--- config.mk ---
export PLATFORM = sky130hd
export DESIGN_NAME = smooth_point_follow
export DESIGN_NICKNAME = d
export VERILOG_FILES = /design/src/rtl/spf_pkg.sv /design/src/rtl/smooth_point_follow.sv
export SDC_FILE = /design/constraint.sdc
export NUM_CORES = 2
export LEC_CHECK = 0
export BUFFER_PORTS_ARGS = -buffer_cell sky130_fd_sc_hd__buf_2
export CAP_MARGIN = 20
export CORE_MARGIN = 2
export CORE_UTILIZATION = 30
export CTS_CLUSTER_DIAMETER = 40
export DETAILED_ROUTE_END_ITERATION = 8
export PLACE_DENSITY = 0.54
export RECOVER_POWER = 50
export SETUP_SLACK_MARGIN = 0.3
export SLEW_MARGIN = 5
export SYNTH_ARGS = -nofsm -noshare
export SYNTH_HDL_FRONTEND = slang
export SYNTH_SLANG_ARGS = --single-unit
--- constraint.sdc ---
create_clock -name clk_i -period 7.52 [get_ports clk_i]
set_input_delay 1.504 -clock clk_i [delete_from_list [all_inputs] [get_ports clk_i]]
set_output_delay 1.504 -clock clk_i [all_outputs]
set_load 0.02 [all_outputs]
--- src/rtl/spf_pkg.sv ---
`timescale 1ns / 1ps
// ----------------------------------------------------------------------------
// spf_pkg: shared constants for the smooth point follower
// Default coordinate width, rate register format, unit, snap and reduction limits and operation codes.
// ----------------------------------------------------------------------------
package spf_pkg;

  // Coordinates are signed Q(COORD_BITS-9).8
  localparam int COORD_BITS_DEF = 24;

  // follow_rate register, Q0.16 with one extra integer bit
  localparam int           RATE_W     = 17;
  localparam int           RATE_FRAC  = 16;
  localparam logic [16:0]  RATE_RESET = 17'd6554;

  // One coordinate unit is 256 LSB; a squared distance below 2^16 snaps
  localparam int ONE_UNIT  = 256;
  localparam int SNAP_BITS = 16;

  // Reduced differences are kept below 2^28
  localparam int RED_BITS = 28;

  // Operation codes
  localparam logic OP_SMOOTH = 1'b0;
  localparam logic OP_JUMP   = 1'b1;

endpackage

--- src/rtl/smooth_point_follow.sv ---
`timescale 1ns / 1ps
// ----------------------------------------------------------------------------
// smooth_point_follow: moves a stored 2D point toward a goal point
// Smooth moves step along the unit direction by max(rate*distance, 1 unit)
// shifted right by the reduction shift, snapping below one unit; jumps set
// the point to the goal. Bit-serial square, root, multiply and divide loops.
// ----------------------------------------------------------------------------
//
//  channel | direction | handshake               | payload
//  --------+-----------+-------------------------+------------------------------
//  in      | input     | in_valid_i / in_ready_o | op_i, goal_x_i, goal_y_i
//  out     | output    | out_valid_o/out_ready_i | pos_x_o, pos_y_o, snapped_o
//  cfg     | input     | cfg_we_i, no wait       | cfg_wdata_i (follow_rate)
//
//  A jump goes straight to the result state; a snap runs the square loop and
//  the check; a full smooth move runs every loop below in turn.
//  The work is done by one-bit-per-cycle loops: square, root, rate multiply,
//  axis multiply and divide.
//  One item is worked on at a time; in_ready_o is high while idle, also while
//  a finished result waits in the output register.
//  A result that finds the output register still full waits in the last state.
//  Reset clears the point to the origin and follow_rate to 6554 (about 0.1).
//
module smooth_point_follow #(
  parameter int COORD_BITS = spf_pkg::COORD_BITS_DEF
) (
  input  logic                          clk_i,
  input  logic                          rst_ni,
  // configuration
  input  logic                          cfg_we_i,
  input  logic [spf_pkg::RATE_W-1:0]    cfg_wdata_i,
  // input channel
  input  logic                          in_valid_i,
  output logic                          in_ready_o,
  input  logic                          op_i,
  input  logic signed [COORD_BITS-1:0]  goal_x_i,
  input  logic signed [COORD_BITS-1:0]  goal_y_i,
  // output channel
  output logic                          out_valid_o,
  input  logic                          out_ready_i,
  output logic signed [COORD_BITS-1:0]  pos_x_o,
  output logic signed [COORD_BITS-1:0]  pos_y_o,
  output logic                          snapped_o
);

  import spf_pkg::*;

  // Widths
  localparam int CW   = COORD_BITS;
  localparam int AW   = CW + 1;                          // |difference|
  localparam int RW   = (AW > RED_BITS) ? RED_BITS : AW; // reduced difference
  localparam int SMAX = AW - RW;                         // largest reduction shift
  localparam int SW   = (SMAX > 1) ? $clog2(SMAX + 1) : 1;
  localparam int RTW  = RW + 1;                          // root
  localparam int RMW  = RW + 3;                          // root remainder
  localparam int MW   = 2 * RTW;                         // square / axis product
  localparam int DW   = RTW + SMAX;                      // distance
  localparam int PW   = DW + RATE_W;                     // rate * distance
  localparam int SFW  = PW - RATE_FRAC;                  // unreduced step
  localparam int STW  = RW + 2;                          // reduced step
  localparam int QW   = RW + 2;                          // quotient
  localparam int EW   = ((CW > QW) ? CW : QW) + 2;       // saturating sum
  localparam int CNTW = $clog2(RW + RATE_W);

  // States
  localparam logic [3:0] S_IDLE = 4'd0;
  localparam logic [3:0] S_PREP = 4'd1;
  localparam logic [3:0] S_SQR  = 4'd2;
  localparam logic [3:0] S_CHK  = 4'd3;
  localparam logic [3:0] S_ROOT = 4'd4;
  localparam logic [3:0] S_RATE = 4'd5;
  localparam logic [3:0] S_STEP = 4'd6;
  localparam logic [3:0] S_MUL  = 4'd7;
  localparam logic [3:0] S_DPRE = 4'd8;
  localparam logic [3:0] S_DIV  = 4'd9;
  localparam logic [3:0] S_FIN  = 4'd10;

  // Control
  logic [3:0]             state_q;
  logic [CNTW-1:0]        cnt_q;
  logic [RATE_W-1:0]      rate_q;
  logic signed [CW-1:0]   cur_x_q, cur_y_q;
  logic                   out_valid_q;

  // Datapath
  logic signed [CW-1:0]   goal_x_q, goal_y_q;
  logic                   snap_q;
  logic                   neg_x_q, neg_y_q;
  logic [SW-1:0]          s_q;
  logic [RW-1:0]          rx_q, ry_q;
  logic [RW-1:0]          mx_q, my_q;     // square multiplier bits, MSB first
  logic [MW-1:0]          acc_x_q, acc_y_q;
  logic [RMW-1:0]         rem_q;
  logic [RTW-1:0]         root_q;
  logic [RATE_W-1:0]      rsh_q;          // rate multiplier bits
  logic [PW-1:0]          prod_q;
  logic [STW-1:0]         stp_q;          // step multiplier bits
  logic [RTW-1:0]         remx_q, remy_q;
  logic signed [CW-1:0]   pos_x_q, pos_y_q;
  logic                   snapped_q;

  // Combinational helpers
  logic signed [AW-1:0]   dx, dy;
  logic [AW-1:0]          ax, ay;
  logic [AW:0]            mag_or;
  logic [SW-1:0]          s_calc;
  logic [MW-1:0]          sqr_next;
  logic [RMW-1:0]         rt_rem, rt_trial;
  logic                   rt_ge;
  logic [DW-1:0]          distance;
  logic [PW-1:0]          prod_next;
  logic [SFW-1:0]         step_full, step_min;
  logic [MW-1:0]          mul_x_next, mul_y_next;
  logic [RTW:0]           dv_x, dv_y, divisor;
  logic                   ge_x, ge_y;
  logic                   snap_now;
  logic                   fin_go;
  logic [CW-1:0]          new_x, new_y;

  // Saturating move of one axis by a magnitude in the sign of the difference
  function automatic logic [CW-1:0] move_axis(input logic [CW-1:0] cur,
                                              input logic           neg,
                                              input logic [QW-1:0]  mag);
    logic [EW-1:0] ext;
    logic [EW-1:0] sum;
    logic          fits;
    begin
      ext  = {{(EW-CW){cur[CW-1]}}, cur};
      sum  = neg ? (ext - EW'(mag)) : (ext + EW'(mag));
      fits = (sum[EW-1:CW-1] == {(EW-CW+1){sum[EW-1]}});
      if (fits) begin
        move_axis = sum[CW-1:0];
      end else if (sum[EW-1]) begin
        move_axis = {1'b1, {(CW-1){1'b0}}};
      end else begin
        move_axis = {1'b0, {(CW-1){1'b1}}};
      end
    end
  endfunction

  always_comb begin
    // differences, magnitudes and the reduction shift
    dx     = AW'(goal_x_q) - AW'(cur_x_q);
    dy     = AW'(goal_y_q) - AW'(cur_y_q);
    ax     = dx[AW-1] ? (~dx + 1'b1) : dx;
    ay     = dy[AW-1] ? (~dy + 1'b1) : dy;
    mag_or = {1'b0, ax | ay};
    s_calc = '0;
    for (int k = 1; k <= SMAX; k++) begin
      if (mag_or[RW-1+k]) begin
        s_calc = SW'(k);
      end
    end

    // square, MSB-first shift and add for both axes
    sqr_next = (acc_x_q << 1)
             + (mx_q[RW-1] ? MW'(rx_q) : '0)
             + (my_q[RW-1] ? MW'(ry_q) : '0);

    // restoring square root, one result bit per cycle
    rt_rem   = {rem_q[RMW-3:0], acc_x_q[MW-1:MW-2]};
    rt_trial = {root_q, 2'b01};
    rt_ge    = (rt_rem >= rt_trial);

    // rate * distance
    distance  = DW'(root_q) << s_q;
    prod_next = (prod_q << 1) + (rsh_q[RATE_W-1] ? PW'(distance) : '0);
    step_full = prod_q[PW-1:RATE_FRAC];
    step_min  = (step_full < SFW'(ONE_UNIT)) ? SFW'(ONE_UNIT) : step_full;

    // axis products
    mul_x_next = (acc_x_q << 1) + (stp_q[STW-1] ? MW'(rx_q) : '0);
    mul_y_next = (acc_y_q << 1) + (stp_q[STW-1] ? MW'(ry_q) : '0);

    // restoring division of both products by the root
    divisor = {1'b0, root_q};
    dv_x    = {remx_q, acc_x_q[QW-1]};
    dv_y    = {remy_q, acc_y_q[QW-1]};
    ge_x    = (dv_x >= divisor);
    ge_y    = (dv_y >= divisor);

    snap_now = (s_q == '0) && (acc_x_q[MW-1:SNAP_BITS] == '0);
    fin_go   = (state_q == S_FIN) && (!out_valid_q || out_ready_i);

    if (snap_q) begin
      new_x = goal_x_q;
      new_y = goal_y_q;
    end else begin
      new_x = move_axis(cur_x_q, neg_x_q, acc_x_q[QW-1:0]);
      new_y = move_axis(cur_y_q, neg_y_q, acc_y_q[QW-1:0]);
    end
  end

  assign in_ready_o  = (state_q == S_IDLE);
  assign out_valid_o = out_valid_q;
  assign pos_x_o     = pos_x_q;
  assign pos_y_o     = pos_y_q;
  assign snapped_o   = snapped_q;

  // Sequencer, point and register
  always_ff @(posedge clk_i or negedge rst_ni) begin
    if (!rst_ni) begin
      state_q     <= S_IDLE;
      cnt_q       <= '0;
      rate_q      <= RATE_RESET;
      cur_x_q     <= '0;
      cur_y_q     <= '0;
      out_valid_q <= 1'b0;
    end else begin
      if (cfg_we_i) begin
        rate_q <= cfg_wdata_i;
      end
      // a new result refills the output register in the cycle it drains
      if (fin_go) begin
        out_valid_q <= 1'b1;
      end else if (out_valid_q && out_ready_i) begin
        out_valid_q <= 1'b0;
      end
      case (state_q)
        S_IDLE: begin
          if (in_valid_i) begin
            state_q <= (op_i == OP_JUMP) ? S_FIN : S_PREP;
          end
        end
        S_PREP: begin
          state_q <= S_SQR;
          cnt_q   <= CNTW'(RW - 1);
        end
        S_SQR: begin
          if (cnt_q == '0) begin
            state_q <= S_CHK;
          end else begin
            cnt_q <= cnt_q - 1'b1;
          end
        end
        S_CHK: begin
          if (snap_now) begin
            state_q <= S_FIN;
          end else begin
            state_q <= S_ROOT;
            cnt_q   <= CNTW'(RTW - 1);
          end
        end
        S_ROOT: begin
          if (cnt_q == '0) begin
            state_q <= S_RATE;
            cnt_q   <= CNTW'(RATE_W - 1);
          end else begin
            cnt_q <= cnt_q - 1'b1;
          end
        end
        S_RATE: begin
          if (cnt_q == '0) begin
            state_q <= S_STEP;
          end else begin
            cnt_q <= cnt_q - 1'b1;
          end
        end
        S_STEP: begin
          state_q <= S_MUL;
          cnt_q   <= CNTW'(STW - 1);
        end
        S_MUL: begin
          if (cnt_q == '0) begin
            state_q <= S_DPRE;
          end else begin
            cnt_q <= cnt_q - 1'b1;
          end
        end
        S_DPRE: begin
          state_q <= S_DIV;
          cnt_q   <= CNTW'(QW - 1);
        end
        S_DIV: begin
          if (cnt_q == '0) begin
            state_q <= S_FIN;
          end else begin
            cnt_q <= cnt_q - 1'b1;
          end
        end
        S_FIN: begin
          if (fin_go) begin
            state_q     <= S_IDLE;
            cur_x_q     <= new_x;
            cur_y_q     <= new_y;
          end
        end
        default: begin
          state_q <= S_IDLE;
        end
      endcase
    end
  end

  // Serial datapath
  always_ff @(posedge clk_i) begin
    case (state_q)
      S_IDLE: begin
        if (in_valid_i) begin
          goal_x_q <= goal_x_i;
          goal_y_q <= goal_y_i;
          snap_q   <= (op_i == OP_JUMP);
        end
      end
      S_PREP: begin
        neg_x_q <= dx[AW-1];
        neg_y_q <= dy[AW-1];
        s_q     <= s_calc;
        rx_q    <= RW'(ax >> s_calc);
        ry_q    <= RW'(ay >> s_calc);
        mx_q    <= RW'(ax >> s_calc);
        my_q    <= RW'(ay >> s_calc);
        acc_x_q <= '0;
      end
      S_SQR: begin
        acc_x_q <= sqr_next;
        mx_q    <= mx_q << 1;
        my_q    <= my_q << 1;
      end
      S_CHK: begin
        snap_q <= snap_now;
        rem_q  <= '0;
        root_q <= '0;
        prod_q <= '0;
        rsh_q  <= rate_q;
      end
      S_ROOT: begin
        acc_x_q <= acc_x_q << 2;
        rem_q   <= rt_ge ? (rt_rem - rt_trial) : rt_rem;
        root_q  <= {root_q[RTW-2:0], rt_ge};
      end
      S_RATE: begin
        prod_q <= prod_next;
        rsh_q  <= rsh_q << 1;
      end
      S_STEP: begin
        stp_q   <= STW'(step_min >> s_q);
        acc_x_q <= '0;
        acc_y_q <= '0;
      end
      S_MUL: begin
        acc_x_q <= mul_x_next;
        acc_y_q <= mul_y_next;
        stp_q   <= stp_q << 1;
      end
      S_DPRE: begin
        remx_q <= RTW'(acc_x_q[MW-1:QW]);
        remy_q <= RTW'(acc_y_q[MW-1:QW]);
      end
      S_DIV: begin
        remx_q            <= ge_x ? RTW'(dv_x - divisor) : RTW'(dv_x);
        remy_q            <= ge_y ? RTW'(dv_y - divisor) : RTW'(dv_y);
        acc_x_q[QW-1:0]   <= {acc_x_q[QW-2:0], ge_x};
        acc_y_q[QW-1:0]   <= {acc_y_q[QW-2:0], ge_y};
      end
      S_FIN: begin
        if (fin_go) begin
          pos_x_q   <= new_x;
          pos_y_q   <= new_y;
          snapped_q <= snap_q;
        end
      end
      default: begin
      end
    endcase
  end

`ifndef SYNTHESIS
  // sum of squares never reaches the top bit of the accumulator
  a_sq_range: assert property (@(posedge clk_i) disable iff (!rst_ni)
    (state_q == S_CHK) |-> (acc_x_q[MW-1] == 1'b0))
    else $error("square accumulator overflow");

  // a proportional move always has a distance of at least one unit
  a_root_min: assert property (@(posedge clk_i) disable iff (!rst_ni)
    (state_q == S_DPRE) |-> (root_q >= RTW'(ONE_UNIT)))
    else $error("root below one unit on a proportional move");

  // division remainders stay below the divisor
  a_div_rem: assert property (@(posedge clk_i) disable iff (!rst_ni)
    (state_q == S_DIV) |-> ((remx_q < root_q) && (remy_q < root_q)))
    else $error("division remainder out of range");

  // moved distance per axis stays below 2^(RW+1), twice the reduced difference range
  a_mag_bound: assert property (@(posedge clk_i) disable iff (!rst_ni)
    ((state_q == S_FIN) && !snap_q) |-> ((acc_x_q[QW-1] == 1'b0) && (acc_y_q[QW-1] == 1'b0)))
    else $error("axis move magnitude out of range");

  // the stored point changes only when a result is written
  a_cur_hold: assert property (@(posedge clk_i) disable iff (!rst_ni)
    (state_q != S_FIN) |=> ($stable(cur_x_q) && $stable(cur_y_q)))
    else $error("point changed outside result write");
`endif

endmodule
==> metrics.txt <==
adder and majority gate portion of the synthesized area 0.102; most frequent cells in the layout edfxtp_1, nand2_1, nor2_1, a21oi_1, ha_1; row cnt 137; headroom to the max-slew limit -1.26; die span in x 379 um; mux cell area share after synthesis 0.0328; grt ovf 0; fmax 165 MHz; hold path start cnt_q[5]; main combinational cell family by area after synthesis compound AO/OA/AOI/OAI gates; drc violations 0; Cell Count, Final, Fillers Out 6,525; Reg2Reg Setup Slack 1440 ps; flops & latches, synth 571; Cell Area, Placed 44,900 um^2; pwr dens 176 nW/um^2; number of synthesized flops with an enable pin 495; worst setup path category register to register; hold path cells 1; xor-xnor portion of the synthesized cell area 0.0799; fin crit period 6080 ps; starting density of the core 0.302; Unique masters post-synth 109; prevailing post-synth register cell edfxtp_1; asr flop ratio synth 0.133; Hold Crit Class register to register; gr usage total 0.159; cell area after synthesis 42,200 um^2; Num CTS Buffers 111; status complete, but fails checks; Critical Path Start Type register; # setup viols final 0; drt wl/cell 17.7 um; final hold violation count 0; Layout fillers 14.4k; CTS tree yes; failing checks capacitance limit, slew limit; syn_nets 4,855; initial antenna violation count 3; ANT cells 0; Critical Path RT 8070 ps; IR Drop Worst-Case VDD 0.166 mV; final max-slew violation count 727; most common cell after layout, fill and taps aside edfxtp_1; Synth Area in Simple Gates 0.176; CP max stage delay 640 ps; die footprint 144,000 um^2; worst skew pair latency 710 ps; via density per instance 5.15; post-cts sizing count 0; crit share post-route 0.808; 1st-pass router iterations 5; Ys Warns 0; Seq/Total Area, Yosys 0.397; worst r2r src acc_x_q[5]; Root Buffer clkbuf_16; Crit-path slowest cell or4_1; RD Place Congestion 0.864; Worst setup EP type register; vias 33.6k; clk buf depth 3; complex-gate fraction of the synthesized area 0.176; area grow syn2layout 15.2%; Antenna Nets Post-Route 0; Worst R2R Path Depth 21; IO Count 122; layout cells sized above 1 0.0961; cell count after synthesis 4,460; Die Span Y 379 um; Core Footprint 140,000 um^2; postcts setup bufs 0; first-pass GRT wire length 183,000 um; clk sinks 571; RSZ-0062 raised after global routing no; I/O Buffers 121; CTS hold repair buffers 0; largest net degree at the start of global routing 78; Leak 18.9 nW; Final HPWL DP 83,600 um; hold path endpoint cnt_q[5]; Max FO, Critical Path 11; Slew @ Worst Pin 3390 ps; critical path arrival 6620 ps; clock skew 32.0 ps; max_cap viols 15; Clock H-tree levels 3; final net count 4,945; Placed Cells 6,312; RR Endpoint cur_x_q[3]; final instance area 48,600 um^2; critical-path cell list or4_1 -> nor2_1 -> nand2_1 -> nor4_1 -> buf_4 -> nand2_1 -> nor4_1 -> nor2_1 -> xnor2_1 -> ha_1 -> nand2_1 -> nor2_1 -> nand3_1 -> inv_1 -> o2111ai_1 -> a21boi_0 -> o21ai_0 -> or4b_1 -> a21oi_2 -> and2_1 -> a221oi_1; starting DRC count in detailed routing 2,407; post-route setup TNS 0 ps; vias in the first global route 33.0k; Reg clk slew, reported paths 60 ps; total routed wirelength 115,000 um; Mean Syn Cell Area 9.46 um^2
cells by family after synthesis:
group / Yosys count
XOR/XNOR: 385
multiplexers: 130
flip-flops: 571
AND/OR/NAND/NOR: 1530
adder cells (fa/ha/maj): 324
buffers and inverters: 387
AO/OA/AOI/OAI: 1133
per-layer routing:
layer  global-route usage  vias up  share of wire
met4               0.0432        2          0.024
met5                    0        -        0.00011
met2                0.279      679           0.50
met1                0.203    16100           0.44
li1                     -    16600              -
met3               0.0217      179          0.038
how the worst max path moves through the flow:
| stage | start | end | slack, ps | cells past startpoint |
|---|---|---|---|---|
| floorplan | acc_x_q[5] | pos_x_o[10] | 2410 | 21 |
| global placement | acc_x_q[5] | cur_x_q[1] | 1580 | 21 |
| detailed placement | acc_x_q[5] | cur_x_q[9] | 1590 | 16 |
| CTS | acc_x_q[5] | cur_x_q[9] | 1550 | 21 |
| global route | acc_x_q[5] | cur_x_q[1] | 970 | 21 |
| finish | acc_x_q[5] | cur_x_q[3] | 1440 | 21 |
state kept, by name (all words and copies together) (netlist names), 25 cells and up:
name     flops
remx_q      26
acc_y_q     52
acc_x_q     52
stp_q       27
ry_q        25
prod_q      43
rem_q       26
remy_q      26
my_q        25
rx_q        25
root_q      26
mx_q        25
worst max-delay path: cells and delay by family, from the launching register on:
kind / cells / cell delay [ps]
buf+inv: 2 / 330
compound gates: 5 / 1260
flops: 1 / 510
fa+ha+maj: 1 / 390
simple gates: 12 / 3250
xor+xnor: 1 / 170
power breakdown:
group	total (mW)	internal, mW	switching, mW
Clock	5.09	3.17	1.93
Sequential	3.43	3.42	0.00470
Combinational	0.0472	0.0240	0.0232
Total	8.57	6.61	1.96
cell type report:
type / instances / area (um^2) / area share
clock buffers: 121 / 2830 / 0.0581
multi-input cells: 3502 / 24100 / 0.494
clock inverters: 91 / 1040 / 0.0213
flip-flops and latches: 571 / 16800 / 0.345
inverters: 199 / 754 / 0.0155
repair buffers: 165 / 853 / 0.0175
well taps: 1876 / 2350 / 0.0483
Yosys cell counts, types with 12 or more instances:
library cell,number,area [um^2]
a211oi_1,25,188
a21boi_1,13,97.6
a21o_1,118,886
a21oi_1,300,1500
a221oi_1,19,166
a22o_1,23,201
a22oi_1,12,90.1
a31oi_1,40,250
a32oi_1,15,131
a41oi_1,33,289
and2_1,140,876
and3_1,45,282
buf_1,13,48.8
clkbuf_1,164,616
dfrtp_1,69,1730
edfxtp_1,495,14900
fa_1,34,681
ha_1,290,3630
inv_1,197,739
mux2_2,67,754
mux2i_1,63,631
nand2_1,459,1720
nand2b_1,49,307
nand3_1,114,571
nand4_1,42,263
nor2_1,374,1400
nor2b_1,74,463
nor3_1,74,370
nor4_1,34,213
o211ai_1,16,120
o21a_1,36,270
o21ai_0,262,1310
o21bai_1,25,188
o22ai_1,13,81.3
o31ai_1,37,278
or2_2,26,163
or3_1,33,206
xnor2_1,253,2220
xor2_1,132,1160
per-stage QoR:
stage	worst slack (ps)	power [mW]	hold WS, ps	util
floorplan	2410	3.50	455	-
global placement	1580	3.54	466	0.322
detailed placement	1590	3.54	477	0.322
CTS	1550	8.68	484	0.350
global route	969	8.83	518	0.349
finish	1440	8.57	485	0.349
Note: power is estimated with default switching activity, not from simulation.
